===== config.mk =====
export PLATFORM = sky130hd
export DESIGN_NAME = sequence_pattern_matcher_core_flat
export DESIGN_NICKNAME = d
export VERILOG_FILES = /design/src/rtl/smp_pkg.sv /design/src/rtl/smp_in_if.sv /design/src/rtl/smp_out_if.sv /design/src/rtl/sequence_pattern_matcher_core.sv /design/src/rtl/smp_cell.sv /design/src/rtl/smp_out_q.sv /design/src/flat_wrapper.sv
export SDC_FILE = /design/constraint.sdc
export NUM_CORES = 2
export LEC_CHECK = 0
export BUFFER_PORTS_ARGS = -buffer_cell sky130_fd_sc_hd__buf_2
export CAP_MARGIN = 40
export CORE_MARGIN = 2
export CORE_UTILIZATION = 63
export CTS_CLUSTER_DIAMETER = 150
export DETAILED_ROUTE_END_ITERATION = 8
export GPL_TIMING_DRIVEN = 0
export PLACE_DENSITY = 0.8
export SYNTH_ARGS = -nofsm -noshare
export SYNTH_HDL_FRONTEND = slang
export SYNTH_HIERARCHICAL = 1
export SYNTH_SLANG_ARGS = --single-unit

===== constraint.sdc =====
create_clock -name clk -period 5.25 [get_ports clk]
set_input_delay 0.2625 -clock clk [delete_from_list [all_inputs] [get_ports clk]]
set_output_delay 0.2625 -clock clk [all_outputs]
set_load 0.01 [all_outputs]

===== src/rtl/smp_pkg.sv =====
`timescale 1ns / 1ps
// ----------------------------------------------------------------------------
// smp_pkg
// Shared types and constants of the sequence pattern matcher.
// ----------------------------------------------------------------------------
package smp_pkg;

  // Fixed widths of the channel payloads
  localparam int WORD_W    = 32;
  localparam int POS_OUT_W = 16;

  // Function codes of an input transaction
  localparam logic FUNC_PATTERN = 1'b0;
  localparam logic FUNC_TEXT    = 1'b1;

  // Control handed to every cell of the chain
  typedef struct packed {
    logic shift;  // a text word is accepted: advance the match bits
    logic clear;  // drop all match bits
  } cell_ctl_t;

  // One result transaction
  typedef struct packed {
    logic                 found;
    logic [POS_OUT_W-1:0] first_position;
    logic [POS_OUT_W-1:0] last_position;
  } res_t;

endpackage


===== src/rtl/smp_in_if.sv =====
`timescale 1ns / 1ps
// ----------------------------------------------------------------------------
// smp_in_if
// Input channel: pattern and text words with a valid/ready handshake.
// ----------------------------------------------------------------------------
interface smp_in_if import smp_pkg::*; ();

  logic                     valid;
  logic                     ready;
  logic                     func;
  logic signed [WORD_W-1:0] word;
  logic                     last;

  modport source (output valid, output func, output word, output last, input ready);
  modport sink   (input valid, input func, input word, input last, output ready);

endinterface


===== src/rtl/smp_out_if.sv =====
`timescale 1ns / 1ps
// ----------------------------------------------------------------------------
// smp_out_if
// Result channel: search outcome with a valid/ready handshake.
// ----------------------------------------------------------------------------
interface smp_out_if import smp_pkg::*; ();

  logic                 valid;
  logic                 ready;
  logic                 found;
  logic [POS_OUT_W-1:0] first_position;
  logic [POS_OUT_W-1:0] last_position;

  modport source (output valid, output found, output first_position,
                  output last_position, input ready);
  modport sink   (input valid, input found, input first_position,
                  input last_position, output ready);

endinterface


===== src/rtl/sequence_pattern_matcher_core.sv =====
`timescale 1ns / 1ps
// ----------------------------------------------------------------------------
// sequence_pattern_matcher_core
// Streaming search of a stored pattern in a text, reporting the first and
// the last start position of the pattern.
// ----------------------------------------------------------------------------
// Usage:
//   in_ch  carries one word per transaction. func = 0 loads a pattern word
//          (last = 1 closes the pattern), func = 1 streams a text word
//          (last = 1 closes the text). A new pattern replaces the old one
//          and drops any partial text search; words beyond MAX_PATTERN
//          are dropped.
//   out_ch carries one result per text, produced by its last word: found
//          and the 1-based first and last start positions (0 if none).
//          An empty pattern reports found with both positions 0.
// Throughput: one input transaction per cycle while in_ch.ready is high;
//   each pattern word sits in a cell of a chain; every text word is compared
//   in all cells at once and the match bits move one cell along per word.
// Output: each result is registered in smp_out_q before out_ch shows it.
// Stall: a result waiting on out_ch.ready stays in the output register
//   while input continues; one more result parks in a skid slot, and only
//   then in_ch.ready drops until the receiver takes one.
// Reset: clears the pattern length, match bits and position counter; the
//   stored pattern words are not cleared.
// ----------------------------------------------------------------------------
module sequence_pattern_matcher_core import smp_pkg::*; #(
  parameter int MAX_PATTERN   = 16,
  parameter int POSITION_BITS = 16,
  parameter int WORD_BITS     = 32
) (
  input  logic      clk,
  input  logic      rst_n,
  smp_in_if.sink    in_ch,
  smp_out_if.source out_ch
);

  localparam int CMP_W = (WORD_BITS < WORD_W) ? WORD_BITS : WORD_W;
  localparam int CNT_W = $clog2(MAX_PATTERN + 1);
  localparam int POS_W = POSITION_BITS;

  // Pattern bookkeeping
  logic [CNT_W-1:0] count_r, count_nxt;
  logic             complete_r, complete_nxt;
  logic [CNT_W-1:0] wr_idx;

  // Text bookkeeping
  logic [POS_W-1:0] pos_r, pos_nxt, pos_new;
  logic             seen_r, seen_nxt, seen_new;
  logic [POS_W-1:0] first_r, first_nxt, first_new;
  logic [POS_W-1:0] last_r, last_nxt, last_new;
  logic [POS_W-1:0] start;

  logic             accept;
  logic             load;
  logic             text;
  logic             push_ready;
  logic             top_hit;
  cell_ctl_t        ctl;
  res_t             push_data;
  logic [CMP_W-1:0] word_cmp;

  logic [MAX_PATTERN-1:0] wr_en;
  logic [MAX_PATTERN-1:0] active;
  logic [MAX_PATTERN-1:0] hit;
  logic [MAX_PATTERN:0]   chain;

  assign in_ch.ready = push_ready;
  assign accept      = in_ch.valid & in_ch.ready;
  assign load        = accept & (in_ch.func == FUNC_PATTERN);
  assign text        = accept & (in_ch.func == FUNC_TEXT);
  assign word_cmp    = in_ch.word[CMP_W-1:0];

  // Any pattern word, and the end of a text, drop the alignment state
  assign ctl.shift = text;
  assign ctl.clear = load | (text & in_ch.last);

  // A pattern word after a closed pattern starts again at cell 0
  assign wr_idx = complete_r ? '0 : count_r;

  // ---------------------------------------------------------------------
  // Chain of alignment cells; cell 0 always opens a new alignment
  // ---------------------------------------------------------------------
  assign chain[0] = 1'b1;

  for (genvar g = 0; g < MAX_PATTERN; g++) begin : g_cell
    assign wr_en[g]  = load & (wr_idx == CNT_W'(g));
    assign active[g] = (count_r > CNT_W'(g));

    smp_cell #(
      .CMP_W (CMP_W)
    ) u_cell (
      .clk       (clk),
      .rst_n     (rst_n),
      .ctl       (ctl),
      .wr_en     (wr_en[g]),
      .active    (active[g]),
      .word      (word_cmp),
      .match_in  (chain[g]),
      .match_out (chain[g+1]),
      .hit       (hit[g])
    );
  end

  // Full match: the bit of the cell holding the final pattern word
  always_comb begin
    top_hit = 1'b0;
    for (int k = 0; k < MAX_PATTERN; k++) begin
      top_hit = top_hit | (hit[k] & (count_r == CNT_W'(k + 1)));
    end
  end

  // ---------------------------------------------------------------------
  // Position tracking; the counter saturates at its top value
  // ---------------------------------------------------------------------
  assign pos_new = (pos_r == {POS_W{1'b1}}) ? pos_r : pos_r + POS_W'(1);
  assign start   = (pos_new >= POS_W'(count_r)) ?
                   pos_new - POS_W'(count_r) + POS_W'(1) : '0;

  always_comb begin
    seen_new  = seen_r;
    first_new = first_r;
    last_new  = last_r;
    if (top_hit) begin
      if (!seen_r) begin
        first_new = start;
      end
      last_new = start;
      seen_new = 1'b1;
    end
  end

  // ---------------------------------------------------------------------
  // State update
  // ---------------------------------------------------------------------
  always_comb begin
    count_nxt    = count_r;
    complete_nxt = complete_r;
    pos_nxt      = pos_r;
    seen_nxt     = seen_r;
    first_nxt    = first_r;
    last_nxt     = last_r;
    if (load) begin
      count_nxt    = (wr_idx < CNT_W'(MAX_PATTERN)) ? wr_idx + CNT_W'(1) : wr_idx;
      complete_nxt = in_ch.last;
      pos_nxt      = '0;
      seen_nxt     = 1'b0;
      first_nxt    = '0;
      last_nxt     = '0;
    end else if (text) begin
      complete_nxt = 1'b1;
      if (in_ch.last) begin
        pos_nxt   = '0;
        seen_nxt  = 1'b0;
        first_nxt = '0;
        last_nxt  = '0;
      end else begin
        pos_nxt   = pos_new;
        seen_nxt  = seen_new;
        first_nxt = first_new;
        last_nxt  = last_new;
      end
    end
  end

  always_ff @(posedge clk) begin
    if (!rst_n) begin
      count_r    <= '0;
      complete_r <= 1'b1;
      pos_r      <= '0;
      seen_r     <= 1'b0;
      first_r    <= '0;
      last_r     <= '0;
    end else begin
      count_r    <= count_nxt;
      complete_r <= complete_nxt;
      pos_r      <= pos_nxt;
      seen_r     <= seen_nxt;
      first_r    <= first_nxt;
      last_r     <= last_nxt;
    end
  end

  // ---------------------------------------------------------------------
  // Result on the last text word; an empty pattern always reports found
  // ---------------------------------------------------------------------
  assign push_data.found          = (count_r == '0) | seen_new;
  assign push_data.first_position = POS_OUT_W'(first_new);
  assign push_data.last_position  = POS_OUT_W'(last_new);

  smp_out_q u_out_q (
    .clk        (clk),
    .rst_n      (rst_n),
    .push       (text & in_ch.last),
    .push_data  (push_data),
    .push_ready (push_ready),
    .out_ch     (out_ch)
  );

  a_count_in_range: assert property (@(posedge clk) disable iff (!rst_n)
    count_r <= CNT_W'(MAX_PATTERN))
    else $error("pattern length beyond cell count");

  a_first_not_after_last: assert property (@(posedge clk) disable iff (!rst_n)
    seen_r |-> (first_r <= last_r))
    else $error("first start after last start");

  a_no_pos_without_match: assert property (@(posedge clk) disable iff (!rst_n)
    !seen_r |-> (first_r == '0 && last_r == '0))
    else $error("start position recorded without a match");

endmodule


===== src/rtl/smp_cell.sv =====
`timescale 1ns / 1ps
// ----------------------------------------------------------------------------
// smp_cell
// One alignment cell: holds one pattern word and the match bit of its
// alignment, and passes the bit on to the next cell.
// ----------------------------------------------------------------------------
module smp_cell import smp_pkg::*; #(
  parameter int CMP_W = 32
) (
  input  logic             clk,
  input  logic             rst_n,
  input  cell_ctl_t        ctl,
  input  logic             wr_en,
  input  logic             active,
  input  logic [CMP_W-1:0] word,
  input  logic             match_in,
  output logic             match_out,
  output logic             hit
);

  logic [CMP_W-1:0] pat_r;
  logic             match_r;
  logic             match_nxt;

  // New match bit of this alignment for the word on the bus
  assign hit = match_in & active & (pat_r == word);

  always_comb begin
    match_nxt = match_r;
    if (ctl.clear) begin
      match_nxt = 1'b0;
    end else if (ctl.shift) begin
      match_nxt = hit;
    end
  end

  always_ff @(posedge clk) begin
    if (wr_en) begin
      pat_r <= word;
    end
  end

  always_ff @(posedge clk) begin
    if (!rst_n) begin
      match_r <= 1'b0;
    end else begin
      match_r <= match_nxt;
    end
  end

  assign match_out = match_r;

endmodule


===== src/rtl/smp_out_q.sv =====
`timescale 1ns / 1ps
// ----------------------------------------------------------------------------
// smp_out_q
// Two-entry result buffer: output register plus one skid slot.
// ----------------------------------------------------------------------------
module smp_out_q import smp_pkg::*; (
  input  logic      clk,
  input  logic      rst_n,
  input  logic      push,
  input  res_t      push_data,
  output logic      push_ready,
  smp_out_if.source out_ch
);

  logic head_v_r, head_v_nxt;
  logic spare_v_r, spare_v_nxt;
  res_t head_r, head_nxt;
  res_t spare_r, spare_nxt;
  logic pop;

  assign pop        = head_v_r & out_ch.ready;
  assign push_ready = ~spare_v_r;

  always_comb begin
    head_v_nxt  = head_v_r;
    head_nxt    = head_r;
    spare_v_nxt = spare_v_r;
    spare_nxt   = spare_r;
    if (!head_v_r || pop) begin
      if (spare_v_r) begin
        // advance the skid slot, refill it from the new result
        head_nxt    = spare_r;
        head_v_nxt  = 1'b1;
        spare_v_nxt = push;
        spare_nxt   = push_data;
      end else begin
        head_nxt   = push_data;
        head_v_nxt = push;
      end
    end else if (push) begin
      // hold the head, park the new result
      spare_v_nxt = 1'b1;
      spare_nxt   = push_data;
    end
  end

  always_ff @(posedge clk) begin
    if (!rst_n) begin
      head_v_r  <= 1'b0;
      spare_v_r <= 1'b0;
    end else begin
      head_v_r  <= head_v_nxt;
      spare_v_r <= spare_v_nxt;
    end
  end

  always_ff @(posedge clk) begin
    head_r  <= head_nxt;
    spare_r <= spare_nxt;
  end

  assign out_ch.valid          = head_v_r;
  assign out_ch.found          = head_r.found;
  assign out_ch.first_position = head_r.first_position;
  assign out_ch.last_position  = head_r.last_position;

  a_spare_needs_head: assert property (@(posedge clk) disable iff (!rst_n)
    spare_v_r |-> head_v_r)
    else $error("skid slot full while output register empty");

  a_no_push_when_full: assert property (@(posedge clk) disable iff (!rst_n)
    spare_v_r |-> !push)
    else $error("result pushed into full buffer");

  a_head_held: assert property (@(posedge clk) disable iff (!rst_n)
    (head_v_r && !out_ch.ready) |=> (head_v_r && $stable(head_r)))
    else $error("stalled result changed before it was taken");

endmodule


===== src/flat_wrapper.sv =====
// flat-port wrapper written by rule: the top's interface ports become plain ports
module sequence_pattern_matcher_core_flat import smp_pkg::*;
#(
  parameter int MAX_PATTERN   = 16,
  parameter int POSITION_BITS = 16,
  parameter int WORD_BITS     = 32
)
  (clk, rst_n, in_ch_valid, in_ch_func, in_ch_word, in_ch_last, in_ch_ready, out_ch_valid, out_ch_found, out_ch_first_position, out_ch_last_position, out_ch_ready);
  smp_in_if in_ch_i ();
  smp_out_if out_ch_i ();
  input  logic clk;
  input  logic rst_n;
  input wire logic [$bits(in_ch_i.valid)-1:0] in_ch_valid;
  input wire logic [$bits(in_ch_i.func)-1:0] in_ch_func;
  input wire logic [$bits(in_ch_i.word)-1:0] in_ch_word;
  input wire logic [$bits(in_ch_i.last)-1:0] in_ch_last;
  output wire logic [$bits(in_ch_i.ready)-1:0] in_ch_ready;
  output wire logic [$bits(out_ch_i.valid)-1:0] out_ch_valid;
  output wire logic [$bits(out_ch_i.found)-1:0] out_ch_found;
  output wire logic [$bits(out_ch_i.first_position)-1:0] out_ch_first_position;
  output wire logic [$bits(out_ch_i.last_position)-1:0] out_ch_last_position;
  input wire logic [$bits(out_ch_i.ready)-1:0] out_ch_ready;
  assign in_ch_i.valid = in_ch_valid;
  assign in_ch_i.func = in_ch_func;
  assign in_ch_i.word = in_ch_word;
  assign in_ch_i.last = in_ch_last;
  assign in_ch_ready = in_ch_i.ready;
  assign out_ch_valid = out_ch_i.valid;
  assign out_ch_found = out_ch_i.found;
  assign out_ch_first_position = out_ch_i.first_position;
  assign out_ch_last_position = out_ch_i.last_position;
  assign out_ch_i.ready = out_ch_ready;
  sequence_pattern_matcher_core #(.MAX_PATTERN(MAX_PATTERN), .POSITION_BITS(POSITION_BITS), .WORD_BITS(WORD_BITS)) u_core (.clk(clk), .rst_n(rst_n), .in_ch(in_ch_i), .out_ch(out_ch_i));
endmodule

==> results_dict.tcl <==
set metrics [dict create \
    dp_hpwl_um 36400 \
    area_delta_synth_final_pct 12.7 \
    ctsResizeCount 0 \
    setup_violations 0 \
    finalSetupTns_ps 0 \
    core_sq_um 45100 \
    grt_setup_unrepaired "no" \
    synthCells 1939 \
    avgSynthCellArea_sq_um 14.8 \
    remaining_drc_errors 0 \
    path_clk_slew_ps 60 \
    worstMarginPinSlew_ps 1000 \
    cts_max_level 2 \
    synth_area_sq_um 28600 \
    startpoint_type "register" \
    clockBufferDepth 3 \
    rows 78 \
    vias 16368 \
    grt_use_total 0.249 \
    die_x_um 217 \
    endpoint_kind "register" \
    drive_gt1_frac 0.136 \
    outcome "complete, no violations" \
    postCtsHoldBufs 0 \
    clock_sinks 650 \
    ant_nets 0 \
    leakage_nw 10.8 \
    dpl_cell_area_sq_um 30300 \
    ir_worst_vdd_v 0.000358 \
    drtPass1Iterations 5 \
    grt_max_degree 36 \
    die_area_sq_um 47200 \
    critical_path_class "reg2reg" \
    cts_tree "yes" \
    utilization 0.715 \
    die_h_um 217 \
    max_freq_mhz 199 \
    fin_crit_sh 0.955 \
    antenna_found_initial 0 \
    slew_viol_final 0 \
    hold_viol 0 \
    critPathArrivalTime_ps 5390 \
    initial_core_util 0.635 \
    yosysWarningCount 6 \
    hp-class "in2reg" \
    drt_iter0_markers 1528 \
    drt-wirelength-per-cell_um 21.1 \
    vias_per_cell 5.94 \
    grt_pass1_wl_um 90800 \
    gp_congestion 0.900 \
    finalCriticalPeriod_ps 5020 \
    synth_fp_nets 2013 \
    fill_cells 2834 \
    clk_latency_ps 620 \
    design_area_sq_um 32300 \
    wl_um 58200 \
    crit_path_max_fanout 5 \
    cts_buffers 61 \
    fin_nets 2175 \
    cts_root_buffer "clkbuf_16" \
    relSlewSlack 0.331 \
    clock_skew_ps 13.1 \
    pin_count 73 \
    power.density_nw_per_um2 322 \
    grt_pass1_vias 16526 \
    grt_overflow 0 \
    cp_data_required_time_ps 5620 \
    port_buffers 72 \
    drv_cap 0 \
    postCtsSetupRepairBufs 0 \
]
-- cells in the final DEF (no fill, tap or decap), drive strengths merged, types with 3 or more instances in the layout --
| master | count |
|---|---|
| nand2b | 4 |
| a221oi | 3 |
| nand3b | 17 |
| and4 | 3 |
| nor2 | 60 |
| o31ai | 21 |
| ha | 34 |
| bufinv | 5 |
| inv | 37 |
| a21boi | 4 |
| a22oi | 7 |
| buf | 114 |
| clkinv | 34 |
| a211oi | 3 |
| nor4 | 88 |
| or4 | 4 |
| nor3 | 19 |
| and3 | 5 |
| or3 | 3 |
| or2 | 4 |
| nand3 | 33 |
| nor3b | 3 |
| nand4 | 90 |
| clkbuf | 90 |
| xor2 | 267 |
| o211ai | 4 |
| xnor2 | 269 |
| a21oi | 27 |
| o21ai | 38 |
| nand2 | 54 |
| a22o | 41 |
| mux2i | 6 |
| nor2b | 30 |
| clkinvlp | 3 |
| mux2 | 54 |
| o21a | 3 |
| dfxtp | 72 |
| edfxtp | 578 |
-- state kept, by name, indices dropped and copies added (netlist names), 5 cells and up --
register	flops
u_core/first_r	16
u_core/u_out_q/spare_r	33
u_core/pos_r	16
u_core/u_out_q/out_ch.last_position	16
u_core/last_r	16
u_core/u_out_q/out_ch.first_position	16
u_core/count_r	5
u_core/g_cell.u_cell/pat_r	512
u_core/g_cell.u_cell/match_out	15
-- critical path: stages, from the launching register on --
cell and delay (ps):
dfxtp_1 410, ha_1 270, nand4_2 160, or4_1 650, and3_1 220, xor2_1 320
ha_1 340, ha_1 260, a21oi_1 150, o21a_1 170, a21oi_1 110, o41ai_1 590
mux2i_1 540, o31ai_1 260, mux2_4 310
-- path summary, 6_finish.rpt --
path                                         from                                 endpoint  slack (ps)  cells past startpoint
worst max-delay path              u_core/pos_r[0]  u_core/u_out_q/out_ch.last_position[14]         230                     14
worst min-delay path                  in_ch_valid                        u_core/complete_r          80                      3
worst max register to register    u_core/pos_r[0]  u_core/u_out_q/out_ch.last_position[14]         230                     14
worst min register to register  u_core/first_r[1]                        u_core/first_r[1]         470                      1
-- final cells by class --
cell class,instances,area [sq um],area share
sequential,650,18800,0.583
multi-input combinational,1220,9600,0.298
clock buffer,73,1610,0.0500
timing repair buffer,99,810,0.0251
tap,600,751,0.0233
clock inverter,42,340,0.0106
buffer,32,204,0.00632
inverter,37,139,0.00431
antenna,1,2.50,0.0000776
-- routing by layer --
| layer | vias to the layer above | routed length (um) | track usage |
|---|---|---|---|
| met5 | - | 0 | 0 |
| met4 | 0 | 1910 | 0.0954 |
| met3 | 116 | 2930 | 0.0362 |
| met2 | 473 | 29300 | 0.429 |
| met1 | 8219 | 24000 | 0.322 |
| li1 | 7560 | - | - |
-- where the power goes --
group	switching [mW]	internal, mW
clock	1.84	2.43
sequential	0.00827	5.64
combinational	0.317	0.159
-- metrics by stage --
step | hold WS, ps | cells | setup slack, ps | power [mW]
finish | 82.5 | 2754 | 234 | 10.4
CTS | 36.3 | 2752 | 248 | 10.5
detailed placement | 451 | 2637 | 243 | 6.23
global route | 59.9 | 2753 | 21.4 | 10.7
floorplan | 361 | 1939 | 883 | 5.99
global placement | 442 | 2611 | -556 | 6.20
Power figures use the tool's default switching activity.
